<file path="src/rtl/wbob_pkg.sv">
`timescale 1ns / 1ps

package wbob_pkg;

    // Table size and derived index width
    localparam int BONE_COUNT = 256;
    localparam int BONE_AW    = (BONE_COUNT > 1) ? $clog2(BONE_COUNT) : 1;

    // Field widths
    localparam int BONE_W   = 8;
    localparam int VAL_W    = 32;   // Q16.16 offsets, poses and results
    localparam int WEIGHT_W = 18;   // signed Q2.16
    localparam int BLEND_W  = 17;   // unsigned Q1.16
    localparam int FRAC_W   = 16;

    // Internal arithmetic widths
    localparam int PROD_W = VAL_W + WEIGHT_W;   // full product of a lane multiplier
    localparam int RND_W  = PROD_W - FRAC_W;    // product after the Q16 shift
    localparam int SUM_W  = RND_W + 1;          // accumulator plus rounded term

    // Configuration port
    localparam int APB_AW        = 3;
    localparam int APB_DW        = 32;
    localparam int CFG_IDX_MSB   = 2;
    localparam logic CFG_IDX_BLEND = 1'b0;
    localparam logic [BLEND_W-1:0] BLEND_RESET = BLEND_W'(65536);

    typedef enum logic [1:0] {
        FUNC_SET   = 2'd0,
        FUNC_CLEAR = 2'd1,
        FUNC_TERM  = 2'd2
    } t_func;

    // Control bundle from the sequencer to each axis lane
    typedef struct packed {
        logic               en;     // pipeline advance
        logic               wr;     // stage 2: set item writes the table
        logic               rd;     // stage 2: term item reads the table
        logic [BONE_AW-1:0] addr;   // stage 2: table index
        logic               hit;    // stage 3: bone holds a valid offset
        logic [WEIGHT_W-1:0] weight; // stage 3: term weight
        logic               upd;    // stage 4: term updates the accumulator
        logic               clr;    // stage 4: term closes the vertex
    } t_lane_ctrl;

    // Per-lane accumulation result at stage 4
    typedef struct packed {
        logic [VAL_W-1:0] sum;
        logic             sat;
    } t_lane_res;

    // Control bundle to the merge stage
    typedef struct packed {
        logic en;
        logic upd;
        logic last;
    } t_merge_ctrl;

endpackage

</file>
<file path="src/rtl/wbob_merge.sv">
`timescale 1ns / 1ps

module wbob_merge
    import wbob_pkg::*;
(
    input  logic              i_clk,
    input  logic              i_rst_n,
    input  t_merge_ctrl       i_ctrl,
    input  t_lane_res         i_res_x,
    input  t_lane_res         i_res_y,
    input  t_lane_res         i_res_z,
    input  logic              i_out_stall,
    output logic              o_busy,
    output logic              o_out_valid,
    output logic [VAL_W-1:0]  o_vert_x,
    output logic [VAL_W-1:0]  o_vert_y,
    output logic [VAL_W-1:0]  o_vert_z,
    output logic              o_saturated
);

    logic             r_acc_sat;
    logic             r_out_valid;
    logic [VAL_W-1:0] r_vert_x;
    logic [VAL_W-1:0] r_vert_y;
    logic [VAL_W-1:0] r_vert_z;
    logic             r_sat;
    logic             any_sat;
    logic             fire;

    assign any_sat = r_acc_sat | i_res_x.sat | i_res_y.sat | i_res_z.sat;
    assign fire    = i_ctrl.en & i_ctrl.upd & i_ctrl.last;

    // Sticky saturation flag across the terms of one vertex
    always_ff @(posedge i_clk) begin
        if (!i_rst_n) begin
            r_acc_sat <= 1'b0;
        end else if (i_ctrl.en && i_ctrl.upd) begin
            r_acc_sat <= i_ctrl.last ? 1'b0 : any_sat;
        end
    end

    // Output register: load on a closing term, drop once the transfer completes
    always_ff @(posedge i_clk) begin
        if (!i_rst_n) begin
            r_out_valid <= 1'b0;
        end else if (fire) begin
            r_out_valid <= 1'b1;
        end else if (!i_out_stall) begin
            r_out_valid <= 1'b0;
        end
    end

    always_ff @(posedge i_clk) begin
        if (fire) begin
            r_vert_x <= i_res_x.sum;
            r_vert_y <= i_res_y.sum;
            r_vert_z <= i_res_z.sum;
            r_sat    <= any_sat;
        end
    end

    assign o_busy      = r_out_valid & i_out_stall;
    assign o_out_valid = r_out_valid;
    assign o_vert_x    = r_vert_x;
    assign o_vert_y    = r_vert_y;
    assign o_vert_z    = r_vert_z;
    assign o_saturated = r_sat;

endmodule
</file>
<file path="config.mk">
export PLATFORM = sky130hd
export DESIGN_NAME = wbob_merge
export DESIGN_NICKNAME = d
export VERILOG_FILES = /design/src/rtl/wbob_pkg.sv /design/src/rtl/wbob_merge.sv
export SDC_FILE = /design/constraint.sdc
export NUM_CORES = 1
export LEC_CHECK = 0
export ABC_AREA = 0
export BUFFER_PORTS_ARGS = -buffer_cell sky130_fd_sc_hd__buf_2
export CORE_MARGIN = 3
export CORE_UTILIZATION = 44
export DETAILED_ROUTE_END_ITERATION = 10
export PLACE_DENSITY = 0.91
export SYNTH_ARGS = -nofsm -noshare
export SYNTH_HDL_FRONTEND = slang
export SYNTH_SLANG_ARGS = --single-unit
</file>
<file path="constraint.sdc">
create_clock -name i_clk -period 4.9 [get_ports i_clk]
set_input_delay 0.245 -clock i_clk [delete_from_list [all_inputs] [get_ports i_clk]]
set_output_delay 0.245 -clock i_clk [all_outputs]
set_load 0.005 [all_outputs]
</file>
# --- Yosys cells after proc, flatten, opt, wreduce, memory -nomap -nowiden ---
# Cells that the tools add are included.
word_totals:
  regBits: 99
  in_bits: 105
  output_inout_bits: 99
  wordCells: 17
op_classes:
  n_eq_ne: 1
  mux: 3
  bitwise: 6
  n_reduce_logical: 1
ops:
  columns: ["cell", "n"]
  rows:
  - ["AND 1 bit", 3]
  - ["two-way mux 1 bit", 3]
  - ["OR 1 bit", 3]
  - ["!= test 2 x 1 -> 1 bit (second input constant)", 1]
  - ["logical AND 1 bit", 1]

# --- Logic depth before layout (Yosys ltp) ---
# Gate-level depths: netlist (run 1).
logic_depth:
  word_depth: 4
  depth_mapped: 2
  depth_no_buf: 2

# --- Least setup slack after synthesis (run 1) ---
# No wires, ideal clock.
synth_path:
  path_type: "input-to-reg"
  start: "input i_ctrl[0] (netlist bit)"
  end: "register r_sat (netlist: o_saturated), enable pin"
  setup_time_ps: 468
  arrival_time_ps: 2563
  setup_slack_ps: 1869
  cell_stages: 1
  cell_sequence: "and3_1"
synth_via:
  elab_chain_cells: 1
synth_rtl:
  columns: ["item", "line", "rtl"]
  rows:
  - ["start, declared", "wbob_merge.sv:8", "input t_merge_ctrl i_ctrl,"]
  - ["AND 1 bit", "wbob_merge.sv:31", "assign fire = i_ctrl.en & i_ctrl.upd & i_ctrl.last;"]
  - ["end signal, assigned", "wbob_merge.sv:58", "r_sat <= any_sat;"]
  - ["end, declared", "wbob_merge.sv:26", "logic r_sat;"]
# Every way passes these cells.
# A chain may end at the register's enable or synchronous reset.

# --- Worst setup path after layout (run 1) ---
layout_path:
  start: "input i_ctrl[2] (netlist bit)"
  end: "register r_vert_z[31] (netlist: o_vert_z[31]), enable pin"
layout_via:
  elab_chain_cells: 2
layout_rtl:
  columns: ["item", "line", "rtl"]
  rows:
  - ["AND 1 bit (2 in a row)", "wbob_merge.sv:31", null]
  - ["via fire", "wbob_merge.sv:28", "logic fire;"]
  - ["end signal, assigned", "wbob_merge.sv:57", "r_vert_z <= i_res_z.sum;"]
  - ["end, declared", "wbob_merge.sv:25", "logic [VAL_W-1:0] r_vert_z;"]
# The timed path passes the listed nets, and every way through them passes these cells.

==> results of run 1 <==
## synthesized netlist by cell type
| master | count |
|---|---|
| o21a_1 | 1 |
| and4b_1 | 1 |
| and2_1 | 1 |
| nand2_1 | 1 |
| dfxtp_1 | 2 |
| edfxtp_1 | 97 |
| and3_1 | 1 |
| a32o_1 | 1 |
| or4_4 | 1 |
## registers in the layout (all words and copies together), names as in the netlist
name,flops
o_vert_x,32
o_vert_y,32
o_vert_z,32
o_out_valid,1
o_saturated,1
r_acc_sat,1
## per-layer routing
metal  vias to the layer above  routed length [um]  track usage, %
met2                       116                4051           31.51
met4                         2                 206           9.890
met5                         -                  13               0
li1                        861                   -               -
met3                        16                 669           7.449
met1                       914                2289           19.03
## cell type report
type | instances | area (um^2) | share of cell area [%]
clock inverters | 7 | 57.56 | 1.336
repair buffers | 203 | 1016 | 23.59
flip-flops and latches | 99 | 2953 | 68.56
multi-input cells | 7 | 60.06 | 1.395
clock buffers | 9 | 123.9 | 2.876
well taps | 77 | 96.34 | 2.237
## worst paths after layout
| path | from | to | cells after the start |
|---|---|---|---|
| worst min register to register | r_acc_sat$_SDFFE_PN0P_ | r_acc_sat$_SDFFE_PN0P_ | 1 |
| worst max-delay path | i_ctrl[2] | o_vert_z[31]$_DFFE_PP_ | 2 |
| worst max register to register | r_acc_sat$_SDFFE_PN0P_ | r_acc_sat$_SDFFE_PN0P_ | 2 |
| worst min-delay path | i_res_z[9] | o_vert_z[8]$_DFFE_PP_ | 1 |
## where the power goes
| group | switching [mW] | internal (mW) | total, mW |
|---|---|---|---|
| sequential | 0.00924 | 0.973 | 0.982 |
| combinational | 0.0461 | 0.0538 | 0.0999 |
| clock | 0.281 | 0.193 | 0.474 |
## per-stage QoR
| step | total power [mW] | cell area [um^2] |
|---|---|---|
| after floorplan | 1.020 | 3008 |
| after global placement | 1.097 | 4125 |
| after detailed placement | 1.104 | 4125 |
| after CTS | 1.576 | 4307 |
| after global routing | 1.624 | 4307 |
| final | 1.556 | 4307 |
## cells by family (layout without fill, tap and decap cells)
| group | after synthesis | count (layout) | synth area share [%] |
|---|---|---|---|
| DFF | 99 | 99 | 98.17 |
| and+or+nand+nor | 5 | 5 | 1.248 |
| AOI/OAI and AO/OA | 2 | 2 | 0.5825 |
| buffers and inverters | 0 | 219 | 0 |
## worst register-to-register path: stages, from the launching register on
cell and delay (ns):
dfxtp_1 0.33, or4_4 0.53, a32o_1 0.22
==> flow_metrics.env, run 1 <==
export IMPL_outcome="completed"
export IMPL_reg2reg_slack_ns=3.72
export IMPL_via_count=1909
export IMPL_track_usage_pct=18.33
export IMPL_clockBufferDepth=2
export IMPL_clk_pin_slew_ns=0.10
export IMPL_power_density_nw_per_um2=361.3
export IMPL_ctsHoldBuffers=0
export IMPL_synth_nets=211
export IMPL_cts_buffers=9
export IMPL_power_static_leakage_nw=1.822
export IMPL_final_cell_mix="buf_2 (203), edfxtp_1 (97), clkbuf_8 (9)"
export IMPL_final_common_cell="buf_2"
export IMPL_firstDrtPassIters=4
export IMPL_cts_tree="built"
export IMPL_clk_latency_ns=0.35
export IMPL_portBuffers=203
export IMPL_start_util_pct=46.31
export IMPL_fin_ws_ns=3.468
export IMPL_postRouteAntennaNets=0
export IMPL_synth_seq_cells=99
export IMPL_cts_root_buf="clkbuf_8"
export IMPL_setup_tns_ns=0
export IMPL_cpMaxStageDelayCell="and3_4"
export IMPL_place_detailed_hpwl_um=5605
export IMPL_yosys_top_cells_area="edfxtp_1 (97%), dfxtp_1 (1.3%), or4_4 (0.37%)"
export IMPL_cts_setup_buffers=0
export IMPL_crit_buf_inv=1
export IMPL_setup_violations=0
export IMPL_area_growth_pct=43.18
export IMPL_gp_congestion=0.7552
export IMPL_num_nets_final=425
export IMPL_arrival_ns=1.39
export IMPL_routedWlPerCell_um=17.99
export IMPL_drive_gt1_share_pct=67.69
export IMPL_max_freq_mhz=698.4
export IMPL_path_delay_family="simple AND/OR/NAND/NOR gates"
export IMPL_die_x_um=88.68
export IMPL_die_h_um=88.68
export IMPL_synth_area_leader_cell="edfxtp_1"
export IMPL_grt_start_max_net_pins=99
export IMPL_endpoint_kind="flop"
export IMPL_pin_count=204
export IMPL_crit_path_cell_trace="buf_2, and3_4"
export IMPL_grt_pass1_wl_um=10070
export IMPL_final_max_slew_violation_count=0
export IMPL_ys_warnings_count=0
export IMPL_synth_cell_types=9
export IMPL_dp_cells=386
export IMPL_antenna_found_initial=1
export IMPL_core_region_area_um2=6495
export IMPL_critPathRequiredTime_ns=4.86
export IMPL_gr_total_overflow=0
export IMPL_finalHoldViolCount=0
export IMPL_netlist_area_leader_share_pct=96.84
export IMPL_avgSynthCellArea_um2=28.38
export IMPL_std_cell_rows=29
export IMPL_vdd_drop_max_mv=0.2459
export IMPL_fin_skew_ns=0.006130
export IMPL_clock_sinks=99
export IMPL_post_route_util_pct=66.31
export IMPL_place_ws_ns=3.099
export IMPL_holdCritPathClass="in -> reg"
export IMPL_antenna_cells=0
export IMPL_maxSlewHeadroom_pct=18.72
export IMPL_drtIter0Drc=68
export IMPL_max_stage_delay_ns=0.99
export IMPL_layout_min_cycle_time_ns=1.432
export IMPL_syn_area_um2=3008
export IMPL_worst_slew_pin_slew_ns=1.219
export IMPL_cts_max_level=3
export IMPL_viasPerCell=4.749
export IMPL_crit_type="in -> reg"
export IMPL_yosysSeqAreaShare_pct=98.17
export IMPL_worstPathMaxFanout=98
export IMPL_cap_violations=0
export IMPL_die_area_um2=7864
export IMPL_drc=0
export IMPL_fin_cells=402
export IMPL_cts_resized=0
export IMPL_startpoint_type="primary input"
export IMPL_period_share_pct=29.22
export IMPL_rsz0062_at_grt="no"
export IMPL_grt_pass1_vias=1968
export IMPL_holdWs_ns=0.05889
export IMPL_synthCells=106
export IMPL_routed_wl_um=7230
export IMPL_n_fill_cell=445
No activity file was read; power rests on OpenSTA's default activity.
==> inputs of run 2 (changes only) <==
--- a/config.mk
+++ b/config.mk
@@ -5,12 +5,12 @@
 export SDC_FILE = /design/constraint.sdc
 export NUM_CORES = 1
 export LEC_CHECK = 0
-export ABC_AREA = 0
+export ABC_AREA = 1
 export BUFFER_PORTS_ARGS = -buffer_cell sky130_fd_sc_hd__buf_2
 export CORE_MARGIN = 3
-export CORE_UTILIZATION = 44
+export CORE_UTILIZATION = 41
 export DETAILED_ROUTE_END_ITERATION = 10
-export PLACE_DENSITY = 0.91
+export PLACE_DENSITY = 0.86
 export SYNTH_ARGS = -nofsm -noshare
 export SYNTH_HDL_FRONTEND = slang
 export SYNTH_SLANG_ARGS = --single-unit
==> constraint.sdc (replaced) <==
create_clock -name i_clk -period 1.4 [get_ports i_clk]
set_input_delay 0.07 -clock i_clk [delete_from_list [all_inputs] [get_ports i_clk]]
set_output_delay 0.07 -clock i_clk [all_outputs]
set_load 0.005 [all_outputs]
==> run 2 against run 1 <==
- first-iteration DRC count increased by 38%
- synthesized area up 0.12%
- total power grew to 3.8 times the previous value
- via count is 22% higher
- wire length rose by 30%
- clock skew fell by 0.0039 ns
- core utilization grew 12 points
- cell count is 32% higher
==> flow_metrics.env, run 2 <==
export IMPL_worstPathMaxFanout=2
export IMPL_vdd_drop_max_mv=0.7685
export IMPL_worst_slew_pin_slew_ns=0.2880
export IMPL_viasPerCell=4.379
export IMPL_core_region_area_um2=6944
export IMPL_synth_edf_count=97
export IMPL_grt_pass1_vias=2592
export IMPL_clock_sinks=99
export IMPL_syn_area_um2=3012
export IMPL_outcome="completed"
export IMPL_track_usage_pct=22.84
export IMPL_pin_count=204
export IMPL_power_frac_clock_pct=32.2
export IMPL_clk_pin_slew_ns=0.09
export IMPL_place_detailed_hpwl_um=5247
export IMPL_synthTopCellsByCount="edfxtp_1 (97), nand2_1 (4), nor2_1 (4)"
export IMPL_path_depth=5
export IMPL_worstReg2RegStart="o_out_valid$_SDFFE_PN0P_"
export IMPL_area_growth_pct=79.93
export IMPL_cpMaxStageDelayCell="dlygate4sd3_1"
export IMPL_cts_tree="built"
export IMPL_die_x_um=91.71
export IMPL_crit_type="in -> reg"
export IMPL_gr_total_overflow=0
export IMPL_clockBufferDepth=2
export IMPL_via_count=2321
export IMPL_synth_ff_type="edfxtp_1"
export IMPL_cts_max_level=3
export IMPL_antenna_cells=0
export IMPL_grt_start_max_net_pins=57
export IMPL_finalHoldViolCount=0
export IMPL_ys_warnings_count=0
export IMPL_start_util_pct=43.37
export IMPL_holdCritPathClass="in -> reg"
export IMPL_setup_violations=0
export IMPL_fin_skew_ns=0.002255
export IMPL_power_mw=5.973
export IMPL_postRouteAntennaNets=0
export IMPL_routedWlPerCell_um=17.72
export IMPL_clk_latency_ns=0.34
export IMPL_p_seq_share_pct=57.6
export IMPL_final_cell_mix="buf_2 (203), dlygate4sd3_1 (100), edfxtp_1 (97)"
export IMPL_min_from="i_res_y[0]"
export IMPL_n_fill_cell=380
export IMPL_synth_cell_types=7
export IMPL_hold_path_depth=3
export IMPL_synth_most_common_cell="edfxtp_1"
export IMPL_synthCells=113
export IMPL_yosys_top_cells_area="edfxtp_1 (97%), dfxtp_1 (1.3%), nand2_1 (0.50%)"
export IMPL_gp_congestion=0.6924
export IMPL_drive_gt1_share_pct=50.92
export IMPL_rr_worst_depth=3
export IMPL_crit_buf_inv=3
export IMPL_power_frac_comb_pct=10.1
export IMPL_power_static_leakage_nw=2.291
export IMPL_die_area_um2=8410
export IMPL_die_h_um=91.71
export IMPL_crit_top_cell="dlygate4sd3_1"
export IMPL_avgSynthCellArea_um2=26.65
export IMPL_endpoint_kind="flop"
export IMPL_synth_nets=218
export IMPL_firstDrtPassIters=4
export IMPL_drtIter0Drc=94
export IMPL_num_nets_final=534
export IMPL_cts_buffers=9
export IMPL_final_common_cell="buf_2"
export IMPL_period_share_pct=86.09
export IMPL_synth_area_leader_cell="edfxtp_1"
export IMPL_power_density_nw_per_um2=1102
export IMPL_maxSlewHeadroom_pct=80.80
export IMPL_setup_tns_ns=0
export IMPL_holdWs_ns=0.02254
export IMPL_crit_path_cell_trace="dlygate4sd3_1, buf_2, nand2_1, a21boi_1, dlygate4sd3_1"
export IMPL_grt_pass1_wl_um=14200
export IMPL_critPathRequiredTime_ns=1.63
export IMPL_synth_seq_cells=99
export IMPL_p_sw_mw=1.185
export IMPL_layout_min_cycle_time_ns=1.205
export IMPL_startpoint_type="primary input"
export IMPL_cp_startpoint="i_out_stall"
export IMPL_std_cell_rows=30
export IMPL_antenna_found_initial=0
export IMPL_max_stage_delay_ns=0.56
export IMPL_final_max_slew_violation_count=0
export IMPL_netlist_area_leader_share_pct=96.72
export IMPL_async_flop_share_pct=0
export IMPL_p_int_mw=4.788
export IMPL_cts_root_buf="clkbuf_8"
export IMPL_path_delay_family="buffers and inverters"
export IMPL_arrival_ns=1.44
export IMPL_routed_wl_um=9389
export IMPL_yosysSeqAreaShare_pct=98.05
export IMPL_cts_setup_buffers=0
export IMPL_drc=0
export IMPL_switching_share_pct=19.84
export IMPL_rsz0062_at_grt="no"
export IMPL_cap_violations=0
export IMPL_portBuffers=203
export IMPL_max_freq_mhz=829.7
## run 2: worst min-delay path, cell delays in order
cell and delay, ns:
buf_2 0.08, nor2_1 0.03, nand2_1 0.07
## run 2: kinds of logic after synthesis
group / share of synthesized area (%)
AO/OA/AOI/OAI: 0.2494
flip-flops: 98.05
buffers and inverters: 0.3739
AND/OR/NAND/NOR: 1.329
## run 2: timing repair
action                                 in CTS  in global routing
gates resized for setup                     0                  0
hold buffers                              100                  0
endpoints found under the hold margin      99                  0
## run 2: metal layers
metal	wire length (um)	global-route usage (%)	vias to the layer above
li1	-	-	1076
met1	3243	24.25	1073
met4	182	7.550	0
met2	5016	41.57	156
met3	946	8.614	16
met5	0	0	-
## run 2: power groups by stage
stage | Sequential (mW) | Combinational [mW] | Clock, mW
6_report | 3.44 | 0.604 | 1.93
5_1_grt | 3.46 | 0.648 | 2.08
4_1_cts | 3.44 | 0.582 | 1.97
3_5_place_dp | 3.51 | 0.363 | 0
3_3_place_gp | 3.50 | 0.349 | 0
2_1_floorplan | 3.53 | 0.0396 | 0
## run 2: cell type report
class	instances	area [um^2]	share of cell area (%)
Timing Repair Buffer	305	2057	37.96
Inverter	3	15.01	0.2771
Sequential cell	99	2953	54.49
Tap cell	96	120.1	2.217
Clock buffer	9	123.9	2.286
Clock inverter	7	90.09	1.662
Multi-Input combinational cell	11	60.06	1.108
## run 2: worst paths after layout
kind	endpoint	slack [ns]
max	o_out_valid$_SDFFE_PN0P_	0.19
min	o_saturated$_DFFE_PP_	0.02
max reg2reg	o_out_valid$_SDFFE_PN0P_	0.21
min reg2reg	r_acc_sat$_SDFFE_PN0P_	0.55
## run 2: through the flow
step	area [um^2]	instances	setup slack [ns]	util, %
2_1_floorplan	3028	113	-0.5556	-
3_3_place_gp	4204	414	0.3985	60.54
3_5_place_dp	4204	414	0.3665	60.54
4_1_cts	5419	530	0.2476	78.04
5_1_grt	5419	530	0.1280	78.04
6_report	5419	530	0.1948	78.04
